`config.mk`:
```
export PLATFORM = sky130hd
export DESIGN_NAME = rational_arithmetic_unit
export DESIGN_NICKNAME = d
export VERILOG_FILES = /design/src/rau_pkg.sv /design/src/rau_mul.sv /design/src/rau_div.sv /design/src/rational_arithmetic_unit.sv
export SDC_FILE = /design/constraint.sdc
export NUM_CORES = 2
export LEC_CHECK = 0
export BUFFER_PORTS_ARGS = -buffer_cell sky130_fd_sc_hd__buf_2
export CORE_MARGIN = 5
export CORE_UTILIZATION = 58
export DETAILED_ROUTE_END_ITERATION = 8
export PLACE_DENSITY = 0.77
export SYNTH_ARGS = -nofsm -noshare
export SYNTH_HDL_FRONTEND = slang
export SYNTH_SLANG_ARGS = --single-unit
```
`constraint.sdc`:
```
create_clock -name clk -period 7.65 [get_ports clk]
set_clock_uncertainty 0.1 [all_clocks]
set_input_delay 1.9125 -clock clk [delete_from_list [all_inputs] [get_ports clk]]
set_output_delay 1.9125 -clock clk [all_outputs]
set_load 0.1 [all_outputs]
```
`src/rau_pkg.sv`:
```
`timescale 1ns / 1ps
// Shared types and constants for the rational arithmetic unit.
// Used by rau_mul, rau_div and rational_arithmetic_unit; depends on nothing.
package rau_pkg;

  // result word width; a reduced result must fit a signed word of this size
  localparam int WORD_BITS = 32;
  localparam int PROD_BITS = 64;
  localparam logic [PROD_BITS-1:0] RES_LIM = (PROD_BITS'(1) << (WORD_BITS - 1)) - PROD_BITS'(1);

  localparam logic [1:0] CMD_ADD = 2'd0;
  localparam logic [1:0] CMD_SUB = 2'd1;
  localparam logic [1:0] CMD_MUL = 2'd2;
  localparam logic [1:0] CMD_DIV = 2'd3;

  localparam logic [1:0] ST_OK   = 2'd0;
  localparam logic [1:0] ST_DIVZ = 2'd1;
  localparam logic [1:0] ST_OVF  = 2'd2;

  typedef enum logic [3:0] {
    S_IDLE,
    S_MUL_P,
    S_MUL_Q,
    S_MUL_D,
    S_MUL_N,
    S_EVAL,
    S_GCD,
    S_GCD_SH,
    S_DIV_M,
    S_DIV_D,
    S_DONE
  } state_t;

endpackage

```
`src/rau_mul.sv`:
```
`timescale 1ns / 1ps
// Bit-serial 32 x 32 unsigned shift-add multiplier, one multiplier bit per cycle.
// Depends on rau_pkg.
module rau_mul (
  input  logic                          clk,
  input  logic                          rst_n,
  input  logic                          start,
  input  logic [31:0]                   mcand,
  input  logic [31:0]                   mplier,
  output logic                          done,
  output logic [rau_pkg::PROD_BITS-1:0] prod
);

  logic [rau_pkg::PROD_BITS-1:0] acc_r;
  logic [rau_pkg::PROD_BITS-1:0] mc_r;
  logic [31:0]                   mp_r;
  logic [4:0]                    cnt_r;
  logic                          busy_r;
  logic                          done_r;

  // control: run 32 steps, pulse done after the last one
  always_ff @(posedge clk) begin
    if (!rst_n) begin
      busy_r <= 1'b0;
      done_r <= 1'b0;
      cnt_r  <= '0;
    end else begin
      done_r <= 1'b0;
      if (start) begin
        busy_r <= 1'b1;
        cnt_r  <= '0;
      end else if (busy_r) begin
        cnt_r <= cnt_r + 5'd1;
        if (cnt_r == 5'd31) begin
          busy_r <= 1'b0;
          done_r <= 1'b1;
        end
      end
    end
  end

  // datapath: add shifted multiplicand for each set multiplier bit
  always_ff @(posedge clk) begin
    if (start) begin
      acc_r <= '0;
      mc_r  <= {{(rau_pkg::PROD_BITS-32){1'b0}}, mcand};
      mp_r  <= mplier;
    end else if (busy_r) begin
      if (mp_r[0]) begin
        acc_r <= acc_r + mc_r;
      end
      mc_r <= mc_r << 1;
      mp_r <= mp_r >> 1;
    end
  end

  assign done = done_r;
  assign prod = acc_r;

endmodule

```
`src/rau_div.sv`:
```
`timescale 1ns / 1ps
// Restoring 64 / 64 unsigned divider, one quotient bit per cycle.
// Depends on rau_pkg.
module rau_div (
  input  logic                          clk,
  input  logic                          rst_n,
  input  logic                          start,
  input  logic [rau_pkg::PROD_BITS-1:0] dividend,
  input  logic [rau_pkg::PROD_BITS-1:0] divisor,
  output logic                          done,
  output logic [rau_pkg::PROD_BITS-1:0] quotient
);

  logic [rau_pkg::PROD_BITS-1:0] rem_r;
  logic [rau_pkg::PROD_BITS-1:0] quo_r;
  logic [rau_pkg::PROD_BITS-1:0] dvs_r;
  logic [5:0]                    cnt_r;
  logic                          busy_r;
  logic                          done_r;
  logic [rau_pkg::PROD_BITS:0]   trial;
  logic                          fits;

  // shift in next dividend bit and test against the divisor
  assign trial = {rem_r, quo_r[rau_pkg::PROD_BITS-1]};
  assign fits  = trial >= {1'b0, dvs_r};

  always_ff @(posedge clk) begin
    if (!rst_n) begin
      busy_r <= 1'b0;
      done_r <= 1'b0;
      cnt_r  <= '0;
    end else begin
      done_r <= 1'b0;
      if (start) begin
        busy_r <= 1'b1;
        cnt_r  <= '0;
      end else if (busy_r) begin
        cnt_r <= cnt_r + 6'd1;
        if (cnt_r == 6'd63) begin
          busy_r <= 1'b0;
          done_r <= 1'b1;
        end
      end
    end
  end

  always_ff @(posedge clk) begin
    if (start) begin
      rem_r <= '0;
      quo_r <= dividend;
      dvs_r <= divisor;
    end else if (busy_r) begin
      if (fits) begin
        rem_r <= rau_pkg::PROD_BITS'(trial - {1'b0, dvs_r});
      end else begin
        rem_r <= trial[rau_pkg::PROD_BITS-1:0];
      end
      quo_r <= {quo_r[rau_pkg::PROD_BITS-2:0], fits};
    end
  end

  assign done     = done_r;
  assign quotient = quo_r;

endmodule

```
`src/rational_arithmetic_unit.sv`:
```
`timescale 1ns / 1ps
// Rational ALU: add, subtract, multiply or divide two fractions, reduced by gcd.
// Uses rau_pkg, the serial multiplier rau_mul and the serial divider rau_div.
//
// One transaction is taken at a time. Cross products are formed by a shared
// bit-serial multiplier (two products for divide, three for add and subtract,
// four for multiply), the gcd by a binary gcd that takes one shift or subtract
// per cycle on 64-bit magnitudes, followed by restoring the common power of
// two, and both reducing divisions by a restoring divider. Zero-denominator
// items skip all arithmetic, and divide-by-zero items end after the two cross
// products.
// The result sits in an output register, so a new transaction is accepted
// while a finished one waits to be taken. Status 1 flags division by zero,
// status 2 a reduced result that does not fit; both return 0/1.
module rational_arithmetic_unit (
  input  logic        clk,
  input  logic        rst_n,
  input  logic        in_valid,
  output logic        in_ready,
  input  logic [1:0]  in_cmd,
  input  logic [31:0] in_a_num,
  input  logic [30:0] in_a_den,
  input  logic [31:0] in_b_num,
  input  logic [30:0] in_b_den,
  output logic        out_valid,
  input  logic        out_ready,
  output logic [31:0] out_res_num,
  output logic [30:0] out_res_den,
  output logic [1:0]  out_status,
  output logic        out_a_less,
  output logic        out_a_equal,
  output logic        out_a_greater
);

  localparam int PB = rau_pkg::PROD_BITS;

  rau_pkg::state_t state_r, state_nxt;

  // captured operands
  logic [1:0]  cmd_r;
  logic [31:0] an_r, bn_r;
  logic [30:0] ad_r, bd_r;

  // working values
  logic signed [PB-1:0] p_r, q_r, n_r, d_r;
  logic [PB-1:0]        x_r, y_r, m_r, ud_r;
  logic [5:0]           k_r;
  logic                 neg_r;
  logic [1:0]           st_r;
  logic                 cmp_ok_r;
  logic                 launch_r;

  // output register
  logic        out_valid_r;
  logic [31:0] out_num_r;
  logic [30:0] out_den_r;
  logic [1:0]  out_st_r;
  logic        out_lt_r, out_eq_r, out_gt_r;

  // multiplier and divider hookup
  logic          mul_start, mul_done;
  logic [31:0]   mul_a, mul_b;
  logic [PB-1:0] mul_prod;
  logic          div_start, div_done;
  logic [PB-1:0] div_a, div_q;

  logic [31:0]   an_mag, bn_mag;
  logic          in_acc, out_load;
  logic [PB-1:0] n_mag, d_mag;
  logic          ovf;
  logic          gcd_end;

  assign an_mag = an_r[31] ? 32'(-an_r) : an_r;
  assign bn_mag = bn_r[31] ? 32'(-bn_r) : bn_r;
  assign n_mag  = n_r[PB-1] ? PB'(-n_r) : PB'(n_r);
  assign d_mag  = d_r[PB-1] ? PB'(-d_r) : PB'(d_r);
  assign gcd_end = x_r[0] && y_r[0] && (x_r == y_r);

  assign in_acc   = in_valid && in_ready;
  assign out_load = (state_r == rau_pkg::S_DONE) && (!out_valid_r || out_ready);

  // reduced result must fit the signed word
  assign ovf = (st_r == rau_pkg::ST_OK) &&
               ((ud_r > rau_pkg::RES_LIM) || (m_r > rau_pkg::RES_LIM + PB'(neg_r)));

  rau_mul u_mul (
    .clk    (clk),
    .rst_n  (rst_n),
    .start  (mul_start),
    .mcand  (mul_a),
    .mplier (mul_b),
    .done   (mul_done),
    .prod   (mul_prod)
  );

  rau_div u_div (
    .clk      (clk),
    .rst_n    (rst_n),
    .start    (div_start),
    .dividend (div_a),
    .divisor  (x_r),
    .done     (div_done),
    .quotient (div_q)
  );

  // next state
  always_comb begin
    state_nxt = state_r;
    case (state_r)
      rau_pkg::S_IDLE: begin
        if (in_valid) begin
          if (in_a_den == '0 || in_b_den == '0) begin
            state_nxt = rau_pkg::S_DONE;
          end else begin
            state_nxt = rau_pkg::S_MUL_P;
          end
        end
      end
      rau_pkg::S_MUL_P: if (mul_done) state_nxt = rau_pkg::S_MUL_Q;
      rau_pkg::S_MUL_Q: begin
        if (mul_done) begin
          if (cmd_r == rau_pkg::CMD_DIV) begin
            state_nxt = (bn_r == '0) ? rau_pkg::S_DONE : rau_pkg::S_EVAL;
          end else begin
            state_nxt = rau_pkg::S_MUL_D;
          end
        end
      end
      rau_pkg::S_MUL_D: begin
        if (mul_done) begin
          state_nxt = (cmd_r == rau_pkg::CMD_MUL) ? rau_pkg::S_MUL_N : rau_pkg::S_EVAL;
        end
      end
      rau_pkg::S_MUL_N: if (mul_done) state_nxt = rau_pkg::S_EVAL;
      rau_pkg::S_EVAL: state_nxt = (n_mag == '0) ? rau_pkg::S_DONE : rau_pkg::S_GCD;
      rau_pkg::S_GCD: if (gcd_end) state_nxt = rau_pkg::S_GCD_SH;
      rau_pkg::S_GCD_SH: if (k_r == '0) state_nxt = rau_pkg::S_DIV_M;
      rau_pkg::S_DIV_M: if (div_done) state_nxt = rau_pkg::S_DIV_D;
      rau_pkg::S_DIV_D: if (div_done) state_nxt = rau_pkg::S_DONE;
      rau_pkg::S_DONE: if (out_load) state_nxt = rau_pkg::S_IDLE;
      default: state_nxt = rau_pkg::S_IDLE;
    endcase
  end

  // outputs of the sequencer: unit starts and operand selection
  always_comb begin
    in_ready  = (state_r == rau_pkg::S_IDLE);
    mul_start = 1'b0;
    div_start = 1'b0;
    mul_a     = {1'b0, ad_r};
    mul_b     = {1'b0, bd_r};
    div_a     = m_r;
    case (state_r)
      rau_pkg::S_MUL_P: begin
        mul_start = launch_r;
        mul_a     = an_mag;
        mul_b     = {1'b0, bd_r};
      end
      rau_pkg::S_MUL_Q: begin
        mul_start = launch_r;
        mul_a     = bn_mag;
        mul_b     = {1'b0, ad_r};
      end
      rau_pkg::S_MUL_D: mul_start = launch_r;
      rau_pkg::S_MUL_N: begin
        mul_start = launch_r;
        mul_a     = an_mag;
        mul_b     = bn_mag;
      end
      rau_pkg::S_DIV_M: div_start = launch_r;
      rau_pkg::S_DIV_D: begin
        div_start = launch_r;
        div_a     = ud_r;
      end
      default: ;
    endcase
  end

  // control registers
  always_ff @(posedge clk) begin
    if (!rst_n) begin
      state_r     <= rau_pkg::S_IDLE;
      launch_r    <= 1'b0;
      out_valid_r <= 1'b0;
    end else begin
      state_r  <= state_nxt;
      launch_r <= (state_nxt != state_r);
      if (out_load) begin
        out_valid_r <= 1'b1;
      end else if (out_ready) begin
        out_valid_r <= 1'b0;
      end
    end
  end

  // datapath
  always_ff @(posedge clk) begin
    case (state_r)
      rau_pkg::S_IDLE: begin
        if (in_acc) begin
          cmd_r    <= in_cmd;
          an_r     <= in_a_num;
          ad_r     <= in_a_den;
          bn_r     <= in_b_num;
          bd_r     <= in_b_den;
          m_r      <= '0;
          ud_r     <= PB'(1);
          neg_r    <= 1'b0;
          cmp_ok_r <= (in_a_den != '0) && (in_b_den != '0);
          st_r     <= (in_a_den == '0 || in_b_den == '0) ? rau_pkg::ST_DIVZ : rau_pkg::ST_OK;
          p_r      <= '0;
          q_r      <= '0;
        end
      end
      rau_pkg::S_MUL_P: begin
        if (mul_done) p_r <= an_r[31] ? -$signed(mul_prod) : $signed(mul_prod);
      end
      rau_pkg::S_MUL_Q: begin
        if (mul_done) begin
          q_r <= bn_r[31] ? -$signed(mul_prod) : $signed(mul_prod);
          n_r <= p_r;
          d_r <= bn_r[31] ? -$signed(mul_prod) : $signed(mul_prod);
          if (cmd_r == rau_pkg::CMD_DIV && bn_r == '0) st_r <= rau_pkg::ST_DIVZ;
        end
      end
      rau_pkg::S_MUL_D: begin
        if (mul_done) begin
          d_r <= $signed(mul_prod);
          n_r <= (cmd_r == rau_pkg::CMD_SUB) ? p_r - q_r : p_r + q_r;
        end
      end
      rau_pkg::S_MUL_N: begin
        if (mul_done) begin
          n_r <= (an_r[31] ^ bn_r[31]) ? -$signed(mul_prod) : $signed(mul_prod);
        end
      end
      rau_pkg::S_EVAL: begin
        if (n_mag != '0) begin
          neg_r <= n_r[PB-1] ^ d_r[PB-1];
          m_r   <= n_mag;
          ud_r  <= d_mag;
        end
        x_r <= n_mag;
        y_r <= d_mag;
        k_r <= '0;
      end
      rau_pkg::S_GCD: begin
        // binary gcd step: strip common twos, halve an even operand, else odd-odd subtract
        if (!x_r[0] && !y_r[0]) begin
          x_r <= x_r >> 1;
          y_r <= y_r >> 1;
          k_r <= k_r + 6'd1;
        end else if (!x_r[0]) begin
          x_r <= x_r >> 1;
        end else if (!y_r[0]) begin
          y_r <= y_r >> 1;
        end else if (x_r > y_r) begin
          x_r <= x_r - y_r;
        end else if (y_r > x_r) begin
          y_r <= y_r - x_r;
        end
      end
      rau_pkg::S_GCD_SH: begin
        if (k_r != '0) begin
          x_r <= x_r << 1;
          k_r <= k_r - 6'd1;
        end
      end
      rau_pkg::S_DIV_M: if (div_done) m_r <= div_q;
      rau_pkg::S_DIV_D: if (div_done) ud_r <= div_q;
      default: ;
    endcase
  end

  // load the output register from the finished transaction
  always_ff @(posedge clk) begin
    if (out_load) begin
      if (ovf) begin
        out_num_r <= '0;
        out_den_r <= 31'd1;
        out_st_r  <= rau_pkg::ST_OVF;
      end else begin
        out_num_r <= neg_r ? 32'(-m_r[31:0]) : m_r[31:0];
        out_den_r <= ud_r[30:0];
        out_st_r  <= st_r;
      end
      out_lt_r <= cmp_ok_r && (p_r < q_r);
      out_eq_r <= cmp_ok_r && (p_r == q_r);
      out_gt_r <= cmp_ok_r && (p_r > q_r);
    end
  end

  assign out_valid     = out_valid_r;
  assign out_res_num   = out_num_r;
  assign out_res_den   = out_den_r;
  assign out_status    = out_st_r;
  assign out_a_less    = out_lt_r;
  assign out_a_equal   = out_eq_r;
  assign out_a_greater = out_gt_r;

  // multiplier results arrive only while a product is awaited
  a_mul_done_state: assert property (@(posedge clk) disable iff (!rst_n)
    mul_done |-> (state_r == rau_pkg::S_MUL_P || state_r == rau_pkg::S_MUL_Q ||
                  state_r == rau_pkg::S_MUL_D || state_r == rau_pkg::S_MUL_N))
    else $error("multiplier done outside a multiply state");

  // divider results arrive only while a reduction is awaited
  a_div_done_state: assert property (@(posedge clk) disable iff (!rst_n)
    div_done |-> (state_r == rau_pkg::S_DIV_M || state_r == rau_pkg::S_DIV_D))
    else $error("divider done outside a divide state");

  // compare flags are mutually exclusive
  a_cmp_onehot: assert property (@(posedge clk) disable iff (!rst_n)
    out_valid_r |-> $onehot0({out_lt_r, out_eq_r, out_gt_r}))
    else $error("more than one compare flag set");

  // any error status carries the result 0/1
  a_err_zero: assert property (@(posedge clk) disable iff (!rst_n)
    (out_valid_r && out_st_r != rau_pkg::ST_OK) |-> (out_num_r == '0 && out_den_r == 31'd1))
    else $error("error status without 0/1 result");

  // gcd never sees a zero operand
  a_gcd_nonzero: assert property (@(posedge clk) disable iff (!rst_n)
    (state_r == rau_pkg::S_GCD) |-> (x_r != '0 && y_r != '0))
    else $error("zero operand in gcd");

endmodule

```
==> flow_summary.html <==
<table>
<tr><th>Metric</th><th>Value</th></tr>
<tr><th colspan="2">Critical path</th></tr>
<tr><td>Maximum fanout along the worst path</td><td>60</td></tr>
<tr><td>Crit. End Element</td><td>register</td></tr>
<tr><td>Data arrival time of the critical path</td><td>5970 ps</td></tr>
<tr><td>CP Data Required Time</td><td>7890 ps</td></tr>
<tr><td>Crit Path Category</td><td>reg -&gt; reg</td></tr>
<tr><td>Category of the worst setup path launch point</td><td>register</td></tr>
<tr><th colspan="2">Detailed routing</th></tr>
<tr><td>Initial drt markers</td><td>8915</td></tr>
<tr><td>Total routed wirelength</td><td>277000 µm</td></tr>
<tr><td>Post-route ant nets</td><td>0</td></tr>
<tr><td>Total vias in the final route</td><td>67600</td></tr>
<tr><td>Remaining routing DRC violations</td><td>0</td></tr>
<tr><td>Mean number of vias per cell</td><td>6.68</td></tr>
<tr><td>First-pass iteration count of the detailed router</td><td>9</td></tr>
<tr><td>Post-detailed-route wirelength per cell</td><td>27.4 µm</td></tr>
<tr><th colspan="2">Power and ir drop</th></tr>
<tr><td>Sequential power share</td><td>0.406</td></tr>
<tr><td>Power density normalized to cell area</td><td>223 nW/µm²</td></tr>
<tr><td>Lkg Pwr</td><td>0.0320 µW</td></tr>
<tr><td>Power Internal</td><td>12100 µW</td></tr>
<tr><td>Combinational group share of total power</td><td>0.259</td></tr>
<tr><td>Net switching fraction of the power</td><td>0.333</td></tr>
<tr><td>Maximum resistive drop on vdd</td><td>0.258 mV</td></tr>
<tr><td>Switching Power</td><td>6070 µW</td></tr>
<tr><td>Fraction of power consumed by the clock network</td><td>0.335</td></tr>
<tr><th colspan="2">Placed design</th></tr>
<tr><td># port buffers</td><td>201</td></tr>
<tr><td>Global placer's final weighted congestion</td><td>1.05</td></tr>
<tr><td>Detailed Place HPWL</td><td>213000 µm</td></tr>
<tr><th colspan="2">Clocking</th></tr>
<tr><td>Maximum clock path buffer count</td><td>3</td></tr>
<tr><td>Sinks on the clock net</td><td>1090</td></tr>
<tr><td>Number of setup buffers added after CTS</td><td>0</td></tr>
<tr><td>Insertion delay of the later-clocked pin in the worst-skew pair</td><td>770 ps</td></tr>
<tr><td>Cell at the root of the clock tree</td><td>sky130_fd_sc_hd__clkbuf_16</td></tr>
<tr><td>Clock transition time at the flip-flop clock pins of the worst setup and hold paths</td><td>60 ps</td></tr>
<tr><td>Total of cells resized after clock tree synthesis</td><td>0</td></tr>
<tr><td>Clock tree from TritonCTS</td><td>done</td></tr>
<tr><td>CTS Buf Count</td><td>118</td></tr>
<tr><td>H-tree levels</td><td>3</td></tr>
<tr><td>Count of hold buffers inserted by post-cts repair</td><td>0</td></tr>
<tr><th colspan="2">Die</th></tr>
<tr><td>Site row count</td><td>132</td></tr>
<tr><td>Initial standard-cell utilization of the core</td><td>0.583</td></tr>
<tr><td>Die Outline Area</td><td>138000 µm²</td></tr>
<tr><td>Ports placed on the boundary</td><td>202</td></tr>
<tr><td>Die extent in x</td><td>371 µm</td></tr>
<tr><td>Height of the die</td><td>371 µm</td></tr>
<tr><td>Placeable core region</td><td>129000 µm²</td></tr>
<tr><th colspan="2">Logic synthesis</th></tr>
<tr><td>Syn Std Cell Area</td><td>75500 µm²</td></tr>
<tr><td>Top cells by area, synth</td><td>sky130_fd_sc_hd__edfxtp_1, sky130_fd_sc_hd__ha_1, sky130_fd_sc_hd__nand2_1</td></tr>
<tr><td>Synthesized netlist cell count</td><td>8420</td></tr>
<tr><td>Number of enable-type register cells in the synthesized netlist</td><td>909</td></tr>
<tr><td>Post-synthesis async set-or-reset flop share</td><td>0</td></tr>
<tr><td>Most frequently used flop master after synthesis</td><td>sky130_fd_sc_hd__edfxtp_1</td></tr>
<tr><td>List of most frequent post-synthesis cells</td><td>sky130_fd_sc_hd__nand2_1, sky130_fd_sc_hd__edfxtp_1, sky130_fd_sc_hd__nor2_1, sky130_fd_sc_hd__o21ai_0, sky130_fd_sc_hd__a21oi_1</td></tr>
<tr><td>Seq/Total Area, Yosys</td><td>0.409</td></tr>
<tr><td>Synth top area share</td><td>0.361</td></tr>
<tr><td>Register bit total from synthesis</td><td>1090</td></tr>
<tr><td>Top cell type by total area after synthesis</td><td>sky130_fd_sc_hd__edfxtp_1</td></tr>
<tr><td>Most common cell in the synthesized netlist</td><td>sky130_fd_sc_hd__nand2_1</td></tr>
<tr><td>Number of library cell types mapped by synthesis</td><td>97</td></tr>
<tr><td>Number of warnings issued by yosys</td><td>0</td></tr>
<tr><td>Post-Synthesis Net Count</td><td>8990</td></tr>
<tr><td>Synthesized area per cell</td><td>8.97 µm²</td></tr>
<tr><th colspan="2">Final layout</th></tr>
<tr><td>Ratio of cells with drive above 1 in the final layout</td><td>0.0700</td></tr>
<tr><td>Layout Utilization</td><td>0.630</td></tr>
<tr><td>Synth-to-Final Area Change</td><td>8.04%</td></tr>
<tr><td>Layout net count</td><td>8851</td></tr>
<tr><th colspan="2">STA</th></tr>
<tr><td>Final hold violations</td><td>0</td></tr>
<tr><td>Transition time of the tightest slew-check pin</td><td>1270 ps</td></tr>
<tr><td>Highest attainable clock frequency</td><td>175 MHz</td></tr>
<tr><td>Max-slew violations</td><td>0</td></tr>
<tr><td>Setup repair after global routing missed its margin</td><td>false</td></tr>
<tr><td>Relative slew margins</td><td>0.145</td></tr>
<tr><td>Minimum clock period</td><td>5730 ps</td></tr>
<tr><td>Setup-failing EPs final</td><td>0</td></tr>
<tr><td>Fin Setup TNS</td><td>0 ps</td></tr>
<tr><td>Ratio of final minimum period to clock period</td><td>0.748</td></tr>
<tr><th colspan="2">Global route</th></tr>
<tr><td>Number of antenna violations at the first check in global routing</td><td>22</td></tr>
<tr><td>Vias in the first global route</td><td>63500</td></tr>
<tr><td>Global-route congestion overflow total</td><td>0</td></tr>
<tr><td>First-pass GRT wire length</td><td>409000 µm</td></tr>
<tr><td>GR Util All Layers</td><td>0.391</td></tr>
<tr><td>Largest net degree at the start of global routing</td><td>102</td></tr>
<tr><th colspan="2">Run</th></tr>
<tr><td>Maximum capacitance violations</td><td>0</td></tr>
<tr><th colspan="2">Hold path</th></tr>
<tr><td>Type of the tightest min-delay check</td><td>reg -&gt; reg</td></tr>
<tr><th colspan="2">Status</th></tr>
<tr><td>Outcome</td><td>finished, final reports clean</td></tr>
</table>
[registers in the layout, summed over array words and instances, names as in the netlist, 31 cells and up]
name,count
bd_r,31
out_res_den,31
y_r,64
u_mul.mp_r,32
n_r,64
ad_r,31
u_div.dvs_r,64
d_r,64
q_r,64
out_res_num,32
ud_r,64
p_r,64
u_div.quotient,64
x_r,64
an_r,32
u_mul.prod,64
m_r,64
u_mul.mc_r,64
bn_r,32
u_div.rem_r,64
[logic make-up after synthesis]
| family | count (synthesis) | share of synthesized area |
|---|---|---|
| simple gates | 2539 | 0.155 |
| fa+ha+maj | 438 | 0.0732 |
| flops | 1090 | 0.409 |
| compound gates | 2480 | 0.207 |
| mux | 129 | 0.0171 |
| xor+xnor | 772 | 0.0895 |
| buf+inv | 972 | 0.0487 |
[routing by layer]
| layer | wire length, µm | track usage | vias up |
|---|---|---|---|
| met5 | 101 | 0 | - |
| met4 | 19300 | 0.217 | 16 |
| met3 | 27900 | 0.0802 | 788 |
| met2 | 122000 | 0.603 | 4032 |
| met1 | 109000 | 0.516 | 32500 |
| li1 | - | - | 30300 |
[worst max-delay path, cell delays in order, from the launching register on]
cell and delay, ps:
sky130_fd_sc_hd__edfxtp_1 480, sky130_fd_sc_hd__nor4_2 520, sky130_fd_sc_hd__nand3_1 440, sky130_fd_sc_hd__or2_2 460, sky130_fd_sc_hd__o41ai_1 330, sky130_fd_sc_hd__xor2_1 520
sky130_fd_sc_hd__nand4b_1 170, sky130_fd_sc_hd__nor4_1 470, sky130_fd_sc_hd__and4_1 270, sky130_fd_sc_hd__nand4_1 340, sky130_fd_sc_hd__or2_1 360, sky130_fd_sc_hd__o21ai_1 230
sky130_fd_sc_hd__nor3_4 130, sky130_fd_sc_hd__buf_4 410
[final timing paths]
check,start,endpoint,slack [ps],cells past startpoint
max,n_r[3],ud_r[56],1920,13
min,u_div.cnt_r[5],u_div.done,390,2
max reg2reg,n_r[3],ud_r[56],1920,13
min reg2reg,u_div.cnt_r[5],u_div.done,390,2
[power groups by stage]
stage	clock network [µW]	registers, µW	logic, µW
after floorplan	0	7190	3620
after global placement	0	7470	4490
after detailed placement	0	7500	4570
after CTS	6130	7370	4600
after global routing	6380	7430	5150
final	6100	7400	4710
[final cells by class]
| type | instances | area (µm²) |
|---|---|---|
| Fill cell | 11000 | 47900 |
| Tap cell | 1742 | 2180 |
| Clock buffer | 147 | 3160 |
| Clock inverter | 76 | 947 |
| Antenna cell | 7 | 17.5 |
| Timing Repair Buffer | 273 | 1550 |
| Inverter | 440 | 1660 |
| Multi-Input combinational cell | 6358 | 41200 |
| Sequential cell | 1090 | 30900 |
[layout by cell type, fill, tap and decap left out, types with 100 or more instances in the layout]
| cell type | synthesis | final |
|---|---|---|
| sky130_fd_sc_hd__mux2i_1 | 127 | 127 |
| sky130_fd_sc_hd__a21oi_1 | 653 | 651 |
| sky130_fd_sc_hd__a221oi_1 | 117 | 117 |
| sky130_fd_sc_hd__nand3_1 | 113 | 112 |
| sky130_fd_sc_hd__a21o_1 | 151 | 151 |
| sky130_fd_sc_hd__o21ai_0 | 682 | 679 |
| sky130_fd_sc_hd__xor2_1 | 402 | 401 |
| sky130_fd_sc_hd__nand4_1 | 118 | 118 |
| sky130_fd_sc_hd__nor3_1 | 105 | 100 |
| sky130_fd_sc_hd__nand2_1 | 988 | 981 |
| sky130_fd_sc_hd__clkbuf_16 | 0 | 119 |
| sky130_fd_sc_hd__buf_2 | 8 | 201 |
| sky130_fd_sc_hd__ha_1 | 431 | 431 |
| sky130_fd_sc_hd__o21bai_1 | 126 | 126 |
| sky130_fd_sc_hd__edfxtp_1 | 909 | 909 |
| sky130_fd_sc_hd__nor2_1 | 684 | 676 |
| sky130_fd_sc_hd__xnor2_1 | 370 | 369 |
| sky130_fd_sc_hd__dfxtp_1 | 181 | 178 |
| sky130_fd_sc_hd__inv_1 | 435 | 434 |
| sky130_fd_sc_hd__a22oi_1 | 113 | 113 |
[stage by stage]
| step | power (µW) | hold WS (ps) | area, µm² | setup slack (ps) | std cells |
|---|---|---|---|---|---|
| after floorplan | 10800 | 360 | 75500 | 389 | 8420 |
| after global placement | 12000 | 382 | 77500 | 2110 | 9903 |
| after detailed placement | 12100 | 387 | 77500 | 2060 | 9903 |
| after CTS | 18100 | 398 | 81600 | 2030 | 10100 |
| after global routing | 19000 | 419 | 81600 | 1720 | 10100 |
| final | 18200 | 395 | 81600 | 1920 | 10100 |
(Power assumes the default switching activity.)
